--- config.mk ---
export PLATFORM = sky130hd
export DESIGN_NAME = mieu_ctrl
export DESIGN_NICKNAME = d
export VERILOG_FILES = /design/src/hw/rtl/mips_integer_execute_unit_assert.svh /design/src/hw/rtl/mieu_pkg.sv /design/src/hw/rtl/mieu_ctrl.sv
export SDC_FILE = /design/constraint.sdc
export NUM_CORES = 1
export LEC_CHECK = 0
export BUFFER_PORTS_ARGS = -buffer_cell sky130_fd_sc_hd__buf_2
export CORE_MARGIN = 4
export CORE_UTILIZATION = 30
export DETAILED_ROUTE_END_ITERATION = 16
export HOLD_SLACK_MARGIN = 0.02
export PLACE_DENSITY = 0.56
export SYNTH_ARGS = -nofsm -noshare
export SYNTH_HDL_FRONTEND = slang
export SYNTH_SLANG_ARGS = --single-unit
--- constraint.sdc ---
create_clock -name aclk -period 1.95 [get_ports aclk]
set_input_delay 0.0975 -clock aclk [delete_from_list [all_inputs] [get_ports aclk]]
set_output_delay 0.0975 -clock aclk [all_outputs]
set_load 0.02 [all_outputs]
--- src/hw/rtl/mips_integer_execute_unit_assert.svh ---
// Assertion macros for the MIPS integer execute unit.
// Depends on nothing; included by the top level.
`ifndef MIPS_INTEGER_EXECUTE_UNIT_ASSERT_SVH
`define MIPS_INTEGER_EXECUTE_UNIT_ASSERT_SVH
// implication checked on every edge outside reset
`define MIEU_ASSERT_IMPL(label, ante, cons) \
    label: assert property (@(posedge aclk) disable iff (!aresetn) (ante) |-> (cons)) \
        else $error("assertion failed");
// next-cycle implication
`define MIEU_ASSERT_NEXT(label, ante, cons) \
    label: assert property (@(posedge aclk) disable iff (!aresetn) (ante) |=> (cons)) \
        else $error("assertion failed");
`endif

--- src/hw/rtl/mieu_pkg.sv ---
// Package for the MIPS integer execute unit: status codes, opcodes, constants.
// Depends on nothing.
package mieu_pkg;
    localparam logic [2:0] ST_OK      = 3'd0;
    localparam logic [2:0] ST_OVF     = 3'd1;
    localparam logic [2:0] ST_TRAP    = 3'd2;
    localparam logic [2:0] ST_UNKNOWN = 3'd3;
    localparam logic [2:0] ST_SYSCALL = 3'd4;

    localparam logic [31:0] PC_RESET = 32'h0040_0000;
    localparam logic [31:0] GP_RESET = 32'h0050_0000;
    localparam logic [31:0] SP_RESET = 32'h00A0_0000;

    localparam logic [5:0] OP_SPECIAL = 6'h00;
    localparam logic [5:0] OP_REGIMM  = 6'h01;
    localparam logic [5:0] FN_DIV     = 6'h1A;
    localparam logic [5:0] FN_DIVU    = 6'h1B;
    localparam logic [5:0] FN_MULT    = 6'h18;
    localparam logic [5:0] FN_MULTU   = 6'h19;

    // controller to datapath
    typedef struct packed {
        logic exec;       // run an instruction other than mul or nonzero div, write result
        logic div_start;  // load divider
        logic div_step;   // one restoring step
        logic div_done;   // write HI/LO and result
        logic mul_fin;    // write HI/LO from product register
    } mieu_cmd_t;

    // datapath to controller
    typedef struct packed {
        logic is_div;
        logic is_mul;
        logic div_zero;
    } mieu_stat_t;
endpackage

--- src/hw/rtl/mieu_ctrl.sv ---
// Controller for the MIPS integer execute unit.
// Depends on mieu_pkg.
module mieu_ctrl (
    input  logic                  aclk,
    input  logic                  aresetn,
    input  logic                  s_tvalid,
    output logic                  s_tready,
    output logic                  m_tvalid,
    input  logic                  m_tready,
    input  mieu_pkg::mieu_stat_t  stat,
    output mieu_pkg::mieu_cmd_t   cmd
);
    import mieu_pkg::*;

    typedef enum logic [3:0] {
        S_IDLE = 4'b0001,
        S_MUL  = 4'b0010,
        S_DIV  = 4'b0100,
        S_FIN  = 4'b1000
    } state_t;

    state_t     state_reg, state_next;
    logic [4:0] cnt_reg, cnt_next;
    logic       ov_reg, ov_next;
    logic       out_free;

    assign out_free = !ov_reg || m_tready;
    assign s_tready = (state_reg == S_IDLE) && out_free;
    assign m_tvalid = ov_reg;

    always_comb begin
        state_next = state_reg;
        cnt_next   = cnt_reg;
        ov_next    = ov_reg && !m_tready;
        cmd        = '0;
        unique case (state_reg)
            S_IDLE: begin
                if (s_tvalid && out_free) begin
                    if (stat.is_mul) begin
                        cmd.exec   = 1'b0;
                        state_next = S_MUL;
                    end else if (stat.is_div && !stat.div_zero) begin
                        cmd.div_start = 1'b1;
                        cnt_next      = 5'd0;
                        state_next    = S_DIV;
                    end else begin
                        cmd.exec = 1'b1;
                        ov_next  = 1'b1;
                    end
                end
            end
            S_MUL: begin
                if (out_free) begin
                    cmd.mul_fin = 1'b1;
                    ov_next     = 1'b1;
                    state_next  = S_IDLE;
                end
            end
            S_DIV: begin
                cmd.div_step = 1'b1;
                cnt_next     = cnt_reg + 5'd1;
                if (cnt_reg == 5'd31) begin
                    state_next = S_FIN;
                end
            end
            S_FIN: begin
                if (out_free) begin
                    cmd.div_done = 1'b1;
                    ov_next      = 1'b1;
                    state_next   = S_IDLE;
                end
            end
            default: state_next = S_IDLE;
        endcase
    end

    always_ff @(posedge aclk) begin
        if (!aresetn) begin
            state_reg <= S_IDLE;
            cnt_reg   <= '0;
            ov_reg    <= 1'b0;
        end else begin
            state_reg <= state_next;
            cnt_reg   <= cnt_next;
            ov_reg    <= ov_next;
        end
    end
endmodule

After elaboration in Yosys (flattened, before gate mapping)
Cells that the tools add are included.
{ "word_totals": {"regBits": 10, "input_bits": 7, "output_inout_bits": 7, "elab_cells": 52} }
{ "classes": {"addsub": 1, "eq_ne": 11, "mux": 25, "reduce_logical": 12} }
{ "op_table": {"columns": ["op", "count"], "rows": [
  ["2-to-1 mux 4 bit", 5],
  ["2-to-1 mux 5 bit", 3],
  ["2-to-1 mux 1 bit", 12],
  ["case mux 4 bit (3 select lines)", 1],
  ["case mux 5 bit (2 select lines)", 1],
  ["AND reduction 4 bit", 2],
  ["inequality test 2 x 1 -> 1 bit (second input constant)", 3],
  ["adder 5 x 1 -> 5 bit (second input constant)", 1],
  ["equality test 5 bit (second input constant)", 1],
  ["equality test 4 x 1 -> 1 bit (second input constant)", 1],
  ["equality test 4 x 2 -> 1 bit (second input constant)", 1],
  ["equality test 4 x 3 -> 1 bit (second input constant)", 1],
  ["equality test 4 bit (second input constant)", 1],
  ["logical AND 1 bit", 4],
  ["2-to-1 mux 2 bit", 2],
  ["inequality test 2 bit (second input constant)", 2],
  ["zero test 1 bit", 3],
  ["inequality test 3 x 2 -> 1 bit (second input constant)", 1],
  ["case mux 1 bit (2 select lines)", 1],
  ["nonzero test 2 bit", 1],
  ["OR reduction 2 bit", 1],
  ["logical OR 1 bit", 1]
]} }

Depth between registers and ports, before layout
{ "depth": {"ltp_word": 6, "depth_mapped": 6, "mapped_depth_nobuf": 6} }

Least setup slack after synthesis
Ideal clock, no wire load.
{ "synth_timing": {"path_kind": "reg2reg", "startpoint": "register state_reg[3]", "endpoint": "register state_reg[2]", "setup_time_ns": 0.060, "arrival_ns": 1.805, "required_ns": 1.890, "setup_slack_ns": 0.085, "stages_incl_launch_ff": 5, "path_buffers": 0, "synth_period_minus_slack_ns": 1.865, "path_cell_list": "dfxtp_1 -> nor4b_4 -> nand3_1 -> nor3_1 -> o21a_1"} }
{ "synth_via": {"elab_chain_len": 4, "elab_cells_between_ends": 11, "classes_between": "eq/ne (8); mux (1); reduce/logical (2)"} }
{ "synth_lines": {"columns": ["item", "line_no", "source"], "rows": [
  ["start, declared", "mieu_ctrl.sv:22", "state_t state_reg, state_next;"],
  ["start signal, assigned", "mieu_ctrl.sv:83", "state_reg <= state_next;"],
  ["equality test 4 bit / equality test 4 x 2 -> 1 bit (equally long branches)", "mieu_ctrl.sv:36", "unique case (state_reg)"],
  ["OR reduction 2 bit (no source line)", null, null],
  ["inequality test 2 x 1 -> 1 bit (no source line)", null, null],
  ["AND reduction 4 bit (no source line)", null, null]
]} }
Several ways; a longest one is shown, not always the timed one.
A chain may end at the register's enable or synchronous reset.

==> results.yml <==
setup_path:
  path_delay_family: "simple AND/OR/NAND/NOR gates"
  cp-start-kind: "flip-flop"
  criticalPathCategory: "reg -> out"
  arrival_ns: 1.64
  crit_buf_inv: 1
  crit_required_ns: 1.85
  crit_chain: "nor4b_4 -> nand3_1 -> nor3_1 -> buf_2"
  worstPathMaxFanout: 6
  end_kind: "output pin"
  max_stage_delay_ns: 0.40
  slowest_stage: "dfxtp_1"
sta:
  setup_viol: 0
  slew_headroom_pct: 71.7
  fin_tns_setup_ns: 0
  whs_ns: 0.0965
  period_needed_ns: 1.74
  fin_worst_skew_ns: 0.00800
  clock.fmax_mhz: 575
  rsz0062_at_grt: "no"
  tightest_slew_ns: 0.424
  fin_crit_sh_pct: 89.1
  final-hold-violation-count: 0
  finalMaxSlewViolations: 0
synthesis:
  async_flop_share_pct: 0
  synth-edff-count: 0
  ys_warn_count: 0
  synth_area_um2: 591
  yosysUniqueCellTypes: 28
  synthCells: 67
  synthTopCellsByCount: "dfxtp_1, a21oi_1, nand2_1, nand3_1, o21ai_0"
  syn_area_per_cell_um2: 8.81
  ys_ff_latch: 10
  synth_most_common_cell: "dfxtp_1"
  netlist.area_leader.share_pct: 33.9
  yosys-top-cells-area: "dfxtp_1, nor4b_4, a21oi_1, ha_1, nand3_1"
  yosysSeqAreaShare_pct: 33.9
  synth_flop_cell: "dfxtp_1"
  synth_area_leader_cell: "dfxtp_1"
  syn_nets: 76
power_and_ir_drop:
  power_density_nw_per_um2: 623
  p_leak_uw: 0.000304
  power.total_uw: 458
  vdd_drop_max_uv: 276
cells_and_area:
  final_util_pct: 40.8
  design_area_um2: 736
  finish.net_count: 97
  diodes: 0
  area_growth_pct: 24.6
  largest_register_ffs: 5
  drive_gt1_share_pct: 29.1
clocking:
  cts_tree: "built"
  cts_buffers: 3
  clkSinkCount: 10
  clk_pin_slew_ns: 0.07
  htree_levels: 1
  root_buffer: "clkbuf_4"
  clk_latency_ns: 0.26
  clockBufferDepth: 2
  cts_hold_buffers: 0
floorplanning:
  fp.dieW_um: 52.4
  start_util_pct: 32.8
  io_pins: 14
  core_area_um2: 1800
  fp.dieArea_um2: 2740
  row_count: 15
  dieHeight_um: 52.4
worst_hold_path:
  hp-class: "in -> reg"
global_routing:
  grt_max_degree: 10
  grt_first_pass_wirelength_um: 2330
  grt_antenna_before_repair: 0
  grt-ovfl-total: 0
  grt_pass1_vias: 552
  grt_util_all_layers_pct: 11.3
detailed_routing:
  top_layer: "met4"
  drt-pass1-iter-count: 4
  wl_met1_um: 643
  routed_wl_um: 1330
  drc: 0
  via_count: 560
  antenna_left: 0
  drt_iter0_drc: 6
  viasPerCell: 5.05
  met3_length_um: 75
  dr_wl_met2_um: 596
  wire_per_inst_um: 12.0
job:
  maxCapViolations: 0
placement:
  dp_hpwl_um: 1060
  dpl_cell_area_um2: 706
  gp_congestion: 0.782
  port_buffers: 13
outcome:
  status: "finished clean"
[layout make-up]
class	instances	area [µm²]
multi-input combinational	55	383
timing repair buffer	17	95.1
clock buffer	3	22.5
sequential	10	200
inverter	1	3.75
tap	25	31.3
fill	209	1070
[stage by stage]
stage / std cells / setup WS, ns
2_1_floorplan: 67 / 0.0854
3_3_place_gp: 107 / 0.182
3_5_place_dp: 107 / 0.150
4_1_cts: 111 / 0.191
5_1_grt: 111 / 0.101
6_report: 111 / 0.212
[layout by cell type (no fill, tap or decap), types with 2 or more instances in the layout]
cell | synthesis | layout
a21oi_1 | 5 | 5
buf_2 | 0 | 13
buf_4 | 0 | 4
clkbuf_4 | 0 | 3
dfxtp_1 | 10 | 10
ha_1 | 2 | 2
nand2_1 | 5 | 5
nand2b_1 | 3 | 3
nand3_1 | 5 | 5
nor2b_1 | 4 | 4
nor3_1 | 3 | 3
nor3b_1 | 2 | 2
nor4b_4 | 2 | 2
o21a_1 | 2 | 2
o21ai_0 | 5 | 5
o31ai_1 | 3 | 3
or4_1 | 2 | 2
[per-layer routing]
layer,GRT usage (%),up-vias
met3,1.99,2
met4,6.38,0
li1,-,296
met5,0,-
met2,17.6,11
met1,14.5,251
[cells by family (layout without fill, tap and decap cells)]
| family | after synthesis | count (layout) | synth area share [%] |
|---|---|---|---|
| AOI/OAI and AO/OA | 21 | 21 | 22.9 |
| xor gates and xnor gates | 1 | 1 | 1.48 |
| adders and majority gates | 2 | 2 | 4.24 |
| buffers and inverters | 2 | 21 | 1.27 |
| DFF | 10 | 10 | 33.9 |
| muxes | 1 | 1 | 1.69 |
| and+or+nand+nor | 30 | 30 | 34.5 |
[report_power, final]
part / switching (µW) / leakage (µW) / total [µW] / internal, µW
sequential: 6.37 / 0.0000810 / 216 / 210
clock: 65.9 / 0.0000138 / 137 / 71.0
combinational: 59.6 / 0.000209 / 105 / 45.6
[worst paths after layout]
path           startpoint           end  slack (ns)  cells past startpoint
max          state_reg[3]        cmd[3]        0.21                      4
min               aresetn  state_reg[0]         0.1                      2
max reg2reg  state_reg[3]    cnt_reg[3]        0.27                      5
min reg2reg    cnt_reg[4]    cnt_reg[4]        0.48                      2
[repair_timing]
item | 4_1_cts | 5_1_grt
setup endpoints to repair | 2 | 0
buffers inserted | 1 | 0
endpoints found under the hold margin | 0 | 0
resized for setup | 0 | 0
(Power assumes the default switching activity.)
